===== src/tec_pkg.sv =====
package tec_pkg;

    // Result classes.
    localparam logic [1:0] CLASS_ANSI    = 2'd0;
    localparam logic [1:0] CLASS_UTF8    = 2'd1;
    localparam logic [1:0] CLASS_UTF16LE = 2'd2;
    localparam logic [1:0] CLASS_RAW     = 2'd3;

    // Byte order mark lengths.
    localparam logic [1:0] OFFSET_NONE  = 2'd0;
    localparam logic [1:0] OFFSET_UTF16 = 2'd2;
    localparam logic [1:0] OFFSET_UTF8  = 2'd3;

    // Byte order mark bytes.
    localparam logic [7:0] BOM16_B0 = 8'hff;
    localparam logic [7:0] BOM16_B1 = 8'hfe;
    localparam logic [7:0] BOM8_B0  = 8'hef;
    localparam logic [7:0] BOM8_B1  = 8'hbb;
    localparam logic [7:0] BOM8_B2  = 8'hbf;

    // Continuation bytes have the form 10xxxxxx.
    localparam logic [7:0] CONT_MASK  = 8'hc0;
    localparam logic [7:0] CONT_MATCH = 8'h80;

    // Byte positions; the position counter saturates at POS_LATER.
    localparam logic [1:0] POS_FIRST  = 2'd0;
    localparam logic [1:0] POS_SECOND = 2'd1;
    localparam logic [1:0] POS_THIRD  = 2'd2;
    localparam logic [1:0] POS_LATER  = 2'd3;

    typedef struct packed {
        logic [1:0] text_class;
        logic [1:0] payload_offset;
    } result_t;

    // Number of continuation bytes announced by a lead byte (lenient ranges).
    function automatic logic [2:0] lead_length(input logic [7:0] b);
        logic [2:0] len;
        if (b <= 8'h7f) begin
            len = 3'd0;
        end else if (b <= 8'hdf) begin
            len = 3'd1;
        end else if (b <= 8'hef) begin
            len = 3'd2;
        end else if (b <= 8'hf7) begin
            len = 3'd3;
        end else if (b <= 8'hfb) begin
            len = 3'd4;
        end else if (b <= 8'hfd) begin
            len = 3'd5;
        end else begin
            len = 3'd0;
        end
        return len;
    endfunction

endpackage


===== src/tec_scan.sv =====
module tec_scan (
    input  logic              aclk,
    input  logic              aresetn,
    input  logic              step,
    input  logic [7:0]        data_byte,
    input  logic              last_byte,
    input  logic              empty_buffer,
    output tec_pkg::result_t  result
);

    logic [2:0] pending_reg, pending_next, pending_upd;
    logic       invalid_reg, invalid_next, invalid_upd;
    logic       zero_reg, zero_next, zero_upd;
    logic [1:0] pos_reg, pos_next;
    logic [7:0] first_reg, first_next, first_upd;
    logic [7:0] second_reg, second_next, second_upd;
    logic       mark_third_ok;
    logic [7:0] b1;
    logic       is_cont;
    logic       clear;

    always_comb begin
        // Byte order mark bookkeeping.
        first_upd  = first_reg;
        second_upd = second_reg;
        if (pos_reg == tec_pkg::POS_FIRST) begin
            first_upd = data_byte;
        end else if (pos_reg == tec_pkg::POS_SECOND) begin
            second_upd = data_byte;
        end else if (pos_reg == tec_pkg::POS_THIRD) begin
            if (data_byte != tec_pkg::BOM8_B2 && first_reg == tec_pkg::BOM8_B0) begin
                first_upd = 8'h00;
            end
        end
        mark_third_ok = (pos_reg == tec_pkg::POS_THIRD) ? (data_byte == tec_pkg::BOM8_B2)
                                                         : (first_upd == tec_pkg::BOM8_B0);
        b1 = (pos_reg != tec_pkg::POS_FIRST) ? second_upd : 8'h00;

        // Sequence tracking stops once a bad continuation is seen.
        is_cont     = (data_byte & tec_pkg::CONT_MASK) == tec_pkg::CONT_MATCH;
        zero_upd    = zero_reg | (data_byte == 8'h00);
        pending_upd = pending_reg;
        invalid_upd = invalid_reg;
        if (!invalid_reg) begin
            if (pending_reg != 3'd0) begin
                if (is_cont) begin
                    pending_upd = pending_reg - 3'd1;
                end else if (data_byte != 8'h00) begin
                    invalid_upd = 1'b1;
                end
            end else begin
                pending_upd = tec_pkg::lead_length(data_byte);
            end
        end

        // Classification of the buffer ending with this byte.
        result.payload_offset = tec_pkg::OFFSET_NONE;
        if (empty_buffer) begin
            result.text_class = tec_pkg::CLASS_ANSI;
        end else if (pos_reg != tec_pkg::POS_FIRST && first_upd == tec_pkg::BOM16_B0
                     && b1 == tec_pkg::BOM16_B1) begin
            result.text_class     = tec_pkg::CLASS_UTF16LE;
            result.payload_offset = tec_pkg::OFFSET_UTF16;
        end else if ((pos_reg == tec_pkg::POS_THIRD || pos_reg == tec_pkg::POS_LATER)
                     && first_upd == tec_pkg::BOM8_B0 && b1 == tec_pkg::BOM8_B1
                     && mark_third_ok) begin
            result.text_class     = tec_pkg::CLASS_UTF8;
            result.payload_offset = tec_pkg::OFFSET_UTF8;
        end else if (zero_upd) begin
            result.text_class = tec_pkg::CLASS_RAW;
        end else if (invalid_upd) begin
            result.text_class = tec_pkg::CLASS_ANSI;
        end else if (pending_upd != 3'd0) begin
            result.text_class = tec_pkg::CLASS_RAW;
        end else begin
            result.text_class = tec_pkg::CLASS_UTF8;
        end

        // A finished or empty buffer leaves the state clear for the next one.
        clear = empty_buffer | last_byte;
        if (!step) begin
            pending_next = pending_reg;
            invalid_next = invalid_reg;
            zero_next    = zero_reg;
            pos_next     = pos_reg;
            first_next   = first_reg;
            second_next  = second_reg;
        end else if (clear) begin
            pending_next = 3'd0;
            invalid_next = 1'b0;
            zero_next    = 1'b0;
            pos_next     = tec_pkg::POS_FIRST;
            first_next   = 8'h00;
            second_next  = 8'h00;
        end else begin
            pending_next = pending_upd;
            invalid_next = invalid_upd;
            zero_next    = zero_upd;
            pos_next     = (pos_reg == tec_pkg::POS_LATER) ? pos_reg : pos_reg + 2'd1;
            first_next   = first_upd;
            second_next  = second_upd;
        end
    end

    always_ff @(posedge aclk) begin
        if (!aresetn) begin
            pending_reg <= 3'd0;
            invalid_reg <= 1'b0;
            zero_reg    <= 1'b0;
            pos_reg     <= tec_pkg::POS_FIRST;
            first_reg   <= 8'h00;
            second_reg  <= 8'h00;
        end else begin
            pending_reg <= pending_next;
            invalid_reg <= invalid_next;
            zero_reg    <= zero_next;
            pos_reg     <= pos_next;
            first_reg   <= first_next;
            second_reg  <= second_next;
        end
    end

endmodule


===== src/text_encoding_classifier_top.sv =====
// Text encoding classifier: a buffer enters as a stream of byte requests on
// the s_ channel, one byte per request, with s_last_byte set on its final
// byte. A request with s_empty_buffer set stands for a buffer with no bytes.
// The final byte (or the empty request) produces one result request on the
// m_ channel carrying the class (ANSI, UTF-8, UTF-16LE or raw binary) and the
// number of byte order mark bytes to skip. Other bytes produce no result.
// The scan logic classifies each byte from the input register, and a result
// is written to the output register as its final or empty byte leaves the
// input register.
// Throughput: one byte per cycle unless a final byte is held back; the
// scan state is a handful of small registers, one logic pass per byte.
// When the receiver stalls, the pending result stays in the output register
// and one more byte waits in the input register; bytes that give no result
// keep moving. s_ready drops only when a final byte is held behind a result
// that has not been taken.
// Reset (aresetn low at a clock edge) empties both registers and clears the
// scan state, so the next byte is treated as the first of a buffer.
module text_encoding_classifier_top (
    input  logic       aclk,
    input  logic       aresetn,
    input  logic       s_valid,
    output logic       s_ready,
    input  logic [7:0] s_data_byte,
    input  logic       s_last_byte,
    input  logic       s_empty_buffer,
    output logic       m_valid,
    input  logic       m_ready,
    output logic [1:0] m_text_class,
    output logic [1:0] m_payload_offset
);

    // Input register.
    logic       in_valid_reg, in_valid_next;
    logic [7:0] data_reg;
    logic       last_reg;
    logic       empty_reg;

    // Output register.
    logic              out_valid_reg, out_valid_next;
    tec_pkg::result_t  out_reg;
    tec_pkg::result_t  scan_result;

    logic produces;
    logic out_free;
    logic advance;

    // A byte leaves the input register when it gives no result, or when the
    // output register is empty or being emptied in this cycle.
    assign produces = last_reg | empty_reg;
    assign out_free = !out_valid_reg || m_ready;
    assign advance  = in_valid_reg && (!produces || out_free);
    assign s_ready  = !in_valid_reg || advance;

    tec_scan u_scan (
        .aclk         (aclk),
        .aresetn      (aresetn),
        .step         (advance),
        .data_byte    (data_reg),
        .last_byte    (last_reg),
        .empty_buffer (empty_reg),
        .result       (scan_result)
    );

    always_comb begin
        in_valid_next = in_valid_reg;
        if (s_valid && s_ready) begin
            in_valid_next = 1'b1;
        end else if (advance) begin
            in_valid_next = 1'b0;
        end

        out_valid_next = out_valid_reg;
        if (advance && produces) begin
            out_valid_next = 1'b1;
        end else if (m_ready) begin
            out_valid_next = 1'b0;
        end
    end

    always_ff @(posedge aclk) begin
        if (!aresetn) begin
            in_valid_reg  <= 1'b0;
            out_valid_reg <= 1'b0;
        end else begin
            in_valid_reg  <= in_valid_next;
            out_valid_reg <= out_valid_next;
        end
    end

    // Payload registers load without reset.
    always_ff @(posedge aclk) begin
        if (s_valid && s_ready) begin
            data_reg  <= s_data_byte;
            last_reg  <= s_last_byte;
            empty_reg <= s_empty_buffer;
        end
        if (advance && produces) begin
            out_reg <= scan_result;
        end
    end

    assign m_valid          = out_valid_reg;
    assign m_text_class     = out_reg.text_class;
    assign m_payload_offset = out_reg.payload_offset;

`ifndef SYNTHESIS
    // A new result only appears after a final or empty byte left the input
    // register.
    a_result_source: assert property (@(posedge aclk) disable iff (!aresetn)
        $rose(m_valid) |-> $past(in_valid_reg && (last_reg || empty_reg)))
        else $error("result appeared without a final byte");

    // An empty buffer always classifies as ANSI with no mark to skip.
    a_empty_ansi: assert property (@(posedge aclk) disable iff (!aresetn)
        (advance && empty_reg) |=> (m_valid && m_text_class == tec_pkg::CLASS_ANSI
                                    && m_payload_offset == tec_pkg::OFFSET_NONE))
        else $error("empty buffer did not give ANSI");

    // A nonzero offset only comes with the class of the matching mark.
    a_offset_class: assert property (@(posedge aclk) disable iff (!aresetn)
        m_valid |-> (m_payload_offset == tec_pkg::OFFSET_NONE
                     || (m_payload_offset == tec_pkg::OFFSET_UTF16
                         && m_text_class == tec_pkg::CLASS_UTF16LE)
                     || (m_payload_offset == tec_pkg::OFFSET_UTF8
                         && m_text_class == tec_pkg::CLASS_UTF8)))
        else $error("offset does not match class");

    // A stalled result is never overwritten by the next one.
    a_no_overwrite: assert property (@(posedge aclk) disable iff (!aresetn)
        (m_valid && !m_ready) |=> (m_valid && $stable(out_reg)))
        else $error("stalled result was overwritten");
`endif

endmodule


===== config.mk =====
export PLATFORM = sky130hd
export DESIGN_NAME = text_encoding_classifier_top
export DESIGN_NICKNAME = d
export VERILOG_FILES = /design/src/tec_pkg.sv /design/src/tec_scan.sv /design/src/text_encoding_classifier_top.sv
export SDC_FILE = /design/constraint.sdc
export NUM_CORES = 1
export LEC_CHECK = 0
export BUFFER_PORTS_ARGS = -buffer_cell sky130_fd_sc_hd__buf_2
export CELL_PAD_IN_SITES_DETAIL_PLACEMENT = 1
export CELL_PAD_IN_SITES_GLOBAL_PLACEMENT = 2
export CORE_ASPECT_RATIO = 0.6
export CORE_UTILIZATION = 37
export CTS_CLUSTER_DIAMETER = 50
export DETAILED_ROUTE_END_ITERATION = 10
export MAX_ROUTING_LAYER = met4
export PLACE_DENSITY_LB_ADDON = 0.12
export SLEW_MARGIN = 30
export SYNTH_ARGS = -nofsm -noshare
export SYNTH_HDL_FRONTEND = slang
export SYNTH_SLANG_ARGS = --single-unit

===== constraint.sdc =====
create_clock -name aclk -period 2.4 [get_ports aclk]
set_clock_uncertainty 0.2 [all_clocks]
set_input_delay 0.12 -clock aclk [delete_from_list [all_inputs] [get_ports aclk]]
set_output_delay 0.12 -clock aclk [all_outputs]
set_load 0.02 [all_outputs]

# After elaboration in Yosys (flattened, before gate mapping)
# Cells that the tools add are included.
[word_totals]
ff_bits = 39
in_bits = 14
out_inout_bits = 6
elab_cells = 101
[classes]
addsub = 2
order_cmp = 6
eq_ne = 12
mux = 38
bitwise = 2
reduce_logical = 26
[ops]
columns = ["cell", "count"]
rows = [
  ["8-bit two-way mux", 9],
  ["8-bit equality test (second input constant)", 6],
  ["8-bit less-or-equal comparator (second input constant)", 5],
  ["3-bit two-way mux", 10],
  ["2-bit two-way mux", 7],
  ["1-bit two-way mux", 11],
  ["1-bit logical AND", 9],
  ["8-bit by 7-bit less-or-equal comparator with 1-bit output (second input constant)", 1],
  ["8-bit zero test", 1],
  ["8-bit inequality test (second input constant)", 1],
  ["8-bit nonzero test", 1],
  ["2-bit equality test (second input constant)", 3],
  ["2-bit nonzero test", 3],
  ["3-bit nonzero test", 2],
  ["1-bit logical OR", 4],
  ["4-bit two-way mux", 1],
  ["1-bit zero test", 3],
  ["3-bit by 1-bit subtractor with 3-bit output (second input constant)", 1],
  ["2-bit by 1-bit adder with 2-bit output (second input constant)", 1],
  ["2-bit by 1-bit equality test with 1-bit output (second input constant)", 1],
  ["2-bit zero test", 1],
  ["2-bit inequality test (second input constant)", 1],
  ["1-bit bitwise OR", 2],
  ["2-bit AND reduction", 1],
  ["2-bit OR reduction", 1],
]

# Logic depth before layout (Yosys ltp)
[logic_depth]
ltp_word = 15
depth_mapped = 7
depth_no_buf = 7

# Cells and area by module
# A second synthesis with hierarchy kept.
[hier_totals]
cells_unflattened = 204
hier_area_um2 = 2014.4
[modules_own_cells]
columns = ["module", "n_inst", "cells_per_inst", "area_each_um2", "seq_area_each_um2"]
rows = [
  ["tec_scan", 1, 177, 1475.2, 460.4],
  ["text_encoding_classifier_top", 1, 27, 539.3, 460.4],
]

# Worst setup path after synthesis
# Ideal clock, no wire load.
[synth_timing]
kind = "register to register"
from = "register u_scan.pos_reg[1]"
to = "register out_reg (netlist bit m_text_class[1]), data pin"
setup_time_ns = 0.259
arrival_time_ns = 1.665
t_required_ns = 1.941
slack_ns = 0.276
path_stages_with_launch = 7
n_path_buf = 0
synth_period_minus_slack_ns = 2.124
path_cell_list = "dfxtp_1 inv_1 ha_1 or3_1 o311ai_4 nor3_1 o31a_1"
[synth_via]
elab_chain_len = 10
word_cells_on_any_way = 24
cone_classes = "eq/ne: 7; mux: 9; reduce/logical: 8"
[synth_rtl]
columns = ["element", "line", "source"]
rows = [
  ["start, declared", "tec_scan.sv:14", "logic [1:0] pos_reg, pos_next;"],
  ["start signal, assigned", "tec_scan.sv:110", "pos_reg <= tec_pkg::POS_FIRST;"],
  ["start signal, assigned", "tec_scan.sv:117", "pos_reg <= pos_next;"],
  ["2-bit equality test", "tec_scan.sv:30, tec_scan.sv:35, tec_scan.sv:64", ""],
  ["8-bit two-way mux", "tec_scan.sv:30", "end else if (pos_reg == tec_pkg::POS_THIRD) begin"],
  ["8-bit two-way mux", "tec_scan.sv:28", "end else if (pos_reg == tec_pkg::POS_SECOND) begin"],
  ["8-bit two-way mux", "tec_scan.sv:26", "if (pos_reg == tec_pkg::POS_FIRST) begin"],
  ["8-bit equality test", "tec_scan.sv:36, tec_scan.sv:65", ""],
  ["1-bit logical AND (2 in series)", "tec_scan.sv:65", "&& first_upd == tec_pkg::BOM8_B0 && b1 == tec_pkg::BOM8_B1"],
  ["1-bit logical AND", "tec_scan.sv:66", "&& mark_third_ok) begin"],
  ["2-bit two-way mux", "tec_scan.sv:64", "end else if ((pos_reg == tec_pkg::POS_THIRD || pos_reg == tec_pkg::POS_LATER)"],
  ["4-bit two-way mux (*)", "tec_scan.sv:60", "end else if (pos_reg != tec_pkg::POS_FIRST && first_upd == tec_pkg::BOM16_B0"],
  ["end signal, assigned", "text_encoding_classifier_top.sv:98", "out_reg <= scan_result;"],
  ["end, declared", "text_encoding_classifier_top.sv:40", "tec_pkg::result_t out_reg;"],
]
# Mark *: on every way between the ends. The rest lies on a longest branch, timed or not.
# A chain may end at the register's enable or synchronous reset.

# Final worst setup path
# Ends and elaborated chain as after synthesis.

==> results.py <==
metrics = {
    "placed_design": {
        "dp_hpwl_mm": 3.97,
        "globalplace.congestion": 0.810,
        "pre_cts_ws_ns": 0.144,
        "place_area_um2": 2160,
        "portBuffers": 19,
    },
    "layout": {
        "num-fill-cells": 580,
        "finish.utilization_pct": 46.4,
        "seq_area_um2": 921,
        "drive_above_1_share_pct": 16.7,
        "diodes": 0,
        "finalNetCount": 259,
        "area_growth_pct": 19.1,
        "stdcell_area_um2": 2380,
        "multi_input_area_um2": 1010,
    },
    "grt": {
        "overflow": 0,
        "grt_max_degree": 26,
        "grt_pass1_vias": 1815,
        "grt_pass1_wl_mm": 9.14,
        "grt_usage_pct": 21.9,
        "antenna_found_initial": 0,
    },
    "sta": {
        "hold_violations": 0,
        "setup_slack_ns": 0.126,
        "maxSlewViolCount": 0,
        "fmax_mhz": 440,
        "worstMarginPinSlew_ns": 0.484,
        "slew_headroom_pct": 67.8,
        "tns_ns": 0,
        "rsz0062_at_grt": "no",
        "post-route-period-util_pct": 94.7,
        "finalSetupViolCount": 0,
        "fin_crit_ns": 2.27,
    },
    "clocking": {
        "clockBufferDepth": 2,
        "cts.sinks": 39,
        "cts_buffers": 5,
        "htree_levels": 2,
        "clk_pin_slew_ns": 0.08,
        "clock_latency_ns": 0.29,
        "cts_resized": 0,
        "cts_tree": "yes",
        "postCtsSetupRepairBufs": 0,
        "cts_root_buffer": "clkbuf_8",
    },
    "power": {
        "p_leak_nw": 0.822,
        "p_comb_share_pct": 8.0,
        "switching_share_pct": 23.7,
        "p_int_mw": 1.07,
        "netSwitchingPower_mw": 0.332,
        "power_density_nw_per_um2": 587,
        "p_clk_share_pct": 39.5,
        "vdd_drop_max_v": 0.000325,
        "pwr-share-seq_pct": 52.5,
    },
    "critical_path": {
        "crit_family": "compound AO/OA/AOI/OAI gates",
        "cpPeakStageDelay_ns": 0.42,
        "endpoint_kind": "register",
        "reg2reg_setup_slack_ns": 0.13,
        "rr_endpoint": "m_text_class[1]",
        "worst-endpoint-arrival_ns": 2.12,
        "cp_slowest_cell": "or3_1",
        "critPathKind": "reg -> reg",
        "cp-startpoint": "u_scan.pos_reg[1]",
        "crit_required_ns": 2.25,
        "cp_cell_sequence": "inv_1 > ha_1 > or3_1 > o311ai_4 > nor3_1 > o31a_1",
        "path_max_fanout": 5,
        "cp.buffers_inverters": 1,
        "rr_startpoint": "u_scan.pos_reg[1]",
        "crit_path_end": "m_text_class[1]",
        "reg2regPathDepth": 6,
        "critPathLaunchType": "register",
        "worstSetupPathDepth": 6,
    },
    "detailed_routing": {
        "ant_nets": 0,
        "dr_total_vias": 1709,
        "drc": 0,
        "drt_iter0_drc": 96,
        "dr.pass1.iters": 4,
        "wire_per_inst_um": 17.9,
        "drt-total-wl_mm": 5.49,
        "via_per_inst": 5.58,
    },
    "synth": {
        "syn_inst": 208,
        "yosys_warnings": 0,
        "yosys_most_used_dff": "dfxtp_1",
        "synth_top_area_share_pct": 25.0,
        "synth_most_common_cell": "dfxtp_1",
        "synth_common_cells": "25 x dfxtp_1, 21 x nand2_1, 14 x edfxtp_1",
        "netlist_area_um2": 2000,
        "yosys-top-cells-area": "dfxtp_1 25%, edfxtp_1 21%, nor2b_1 4.1%, nand2_1 3.9%, ha_1 3.8%",
        "synth_edf_count": 14,
        "ys_seq_elements": 39,
        "yosysTopAreaCell": "dfxtp_1",
        "ys_types": 49,
        "synth_fp_nets": 228,
        "post_synth.cell_area_avg_um2": 9.62,
        "async_flop_share_pct": 0,
        "synth.yosys.seq_area_share_pct": 46.0,
    },
    "die": {
        "rows": 20,
        "dieArea_um2": 5710,
        "die-width_um": 96.9,
        "core_area_um2": 5130,
        "start_util_pct": 39.0,
        "io_pins": 20,
        "die_h_um": 59.0,
    },
    "min_path": {
        "hp-class": "in -> reg",
        "worstHoldPathCells": 3,
    },
    "flow_run": {
        "drv_cap": 0,
    },
    "run_status": {
        "status": "complete, no violations",
    },
}
[worst register-to-register path: cells and delay by family (launching register included)]
family                     cells  cell delay [ns]
AOI/OAI and AO/OA              2             0.60
and+or+nand+nor                2             0.50
DFF                            1             0.41
adders and majority gates      1             0.24
buffers and inverters          1             0.08
[layout make-up]
cell class / count / area share [%]
Multi-Input combinational cell: 152 / 42.3
Sequential cell: 39 / 38.7
Timing Repair Buffer: 33 / 9.56
Tap cell: 66 / 3.47
Clock buffer: 5 / 2.89
Clock inverter: 3 / 1.84
Inverter: 8 / 1.26
[worst min-delay path by stage]
| stage | startpoint | end |
|---|---|---|
| final | m_ready | m_valid |
| after CTS | m_ready | m_valid |
| after global routing | m_ready | m_valid |
| after global placement | s_empty_buffer | empty_reg |
| after detailed placement | s_data_byte[6] | data_reg[6] |
| after floorplan | s_data_byte[0] | data_reg[0] |
[power by group through the flow]
| stage | Sequential (mW) | Clock, mW | Combinational, mW |
|---|---|---|---|
| finish | 0.734 | 0.552 | 0.112 |
| global route | 0.737 | 0.592 | 0.122 |
| CTS | 0.734 | 0.563 | 0.112 |
| detailed placement | 0.749 | 0 | 0.0972 |
| global placement | 0.749 | 0 | 0.0947 |
| floorplan | 0.735 | 0 | 0.0652 |
[logic make-up (layout without fill, tap and decap cells)]
| kind of cell | after synthesis | after routing | synth area share (%) |
|---|---|---|---|
| buffers and inverters | 17 | 49 | 3.56 |
| AOI/OAI and AO/OA | 57 | 57 | 20.9 |
| DFF | 39 | 39 | 46.0 |
| adders and majority gates | 6 | 6 | 3.75 |
| muxes | 2 | 2 | 1.00 |
| and+or+nand+nor | 87 | 87 | 24.8 |
[routing by layer]
metal | global-route usage, % | vias to the layer above | wire, um
li1 | - | 814 | -
met5 | - | - | 0
met3 | 6.53 | 6 | 252
met4 | 5.54 | 0 | 61
met1 | 27.5 | 856 | 2660
met2 | 35.0 | 33 | 2520
[stage by stage]
stage | std cells | hold WS [ns] | power, mW
finish | 306 | 0.0284 | 1.40
global route | 306 | 0.0408 | 1.45
CTS | 306 | 0.0310 | 1.41
detailed placement | 287 | 0.0992 | 0.846
global placement | 287 | 0.0964 | 0.843
floorplan | 208 | 0.0189 | 0.800
[placed cells by master, fill, tap and decap left out, types with 3 or more instances in the layout]
cell type	n
nand4_1	3
ha_1	6
clkbuf_8	5
buf_4	3
nand3_1	4
a21oi_1	10
and2_1	4
o21ai_0	10
nor2_2	3
inv_1	8
dlygate4sd3_1	11
a22oi_1	9
nand2b_1	8
edfxtp_1	14
buf_2	19
nor2b_1	13
nand2_1	21
nor2_1	6
a21boi_1	7
nor3_1	7
dfxtp_1	25
[timing repair]
action                                  in CTS  in global routing
hold buffers                                11                  0
endpoints found under the setup margin       0                  0
hold endpoints to repair                    11                  0
(Power assumes the default switching activity.)
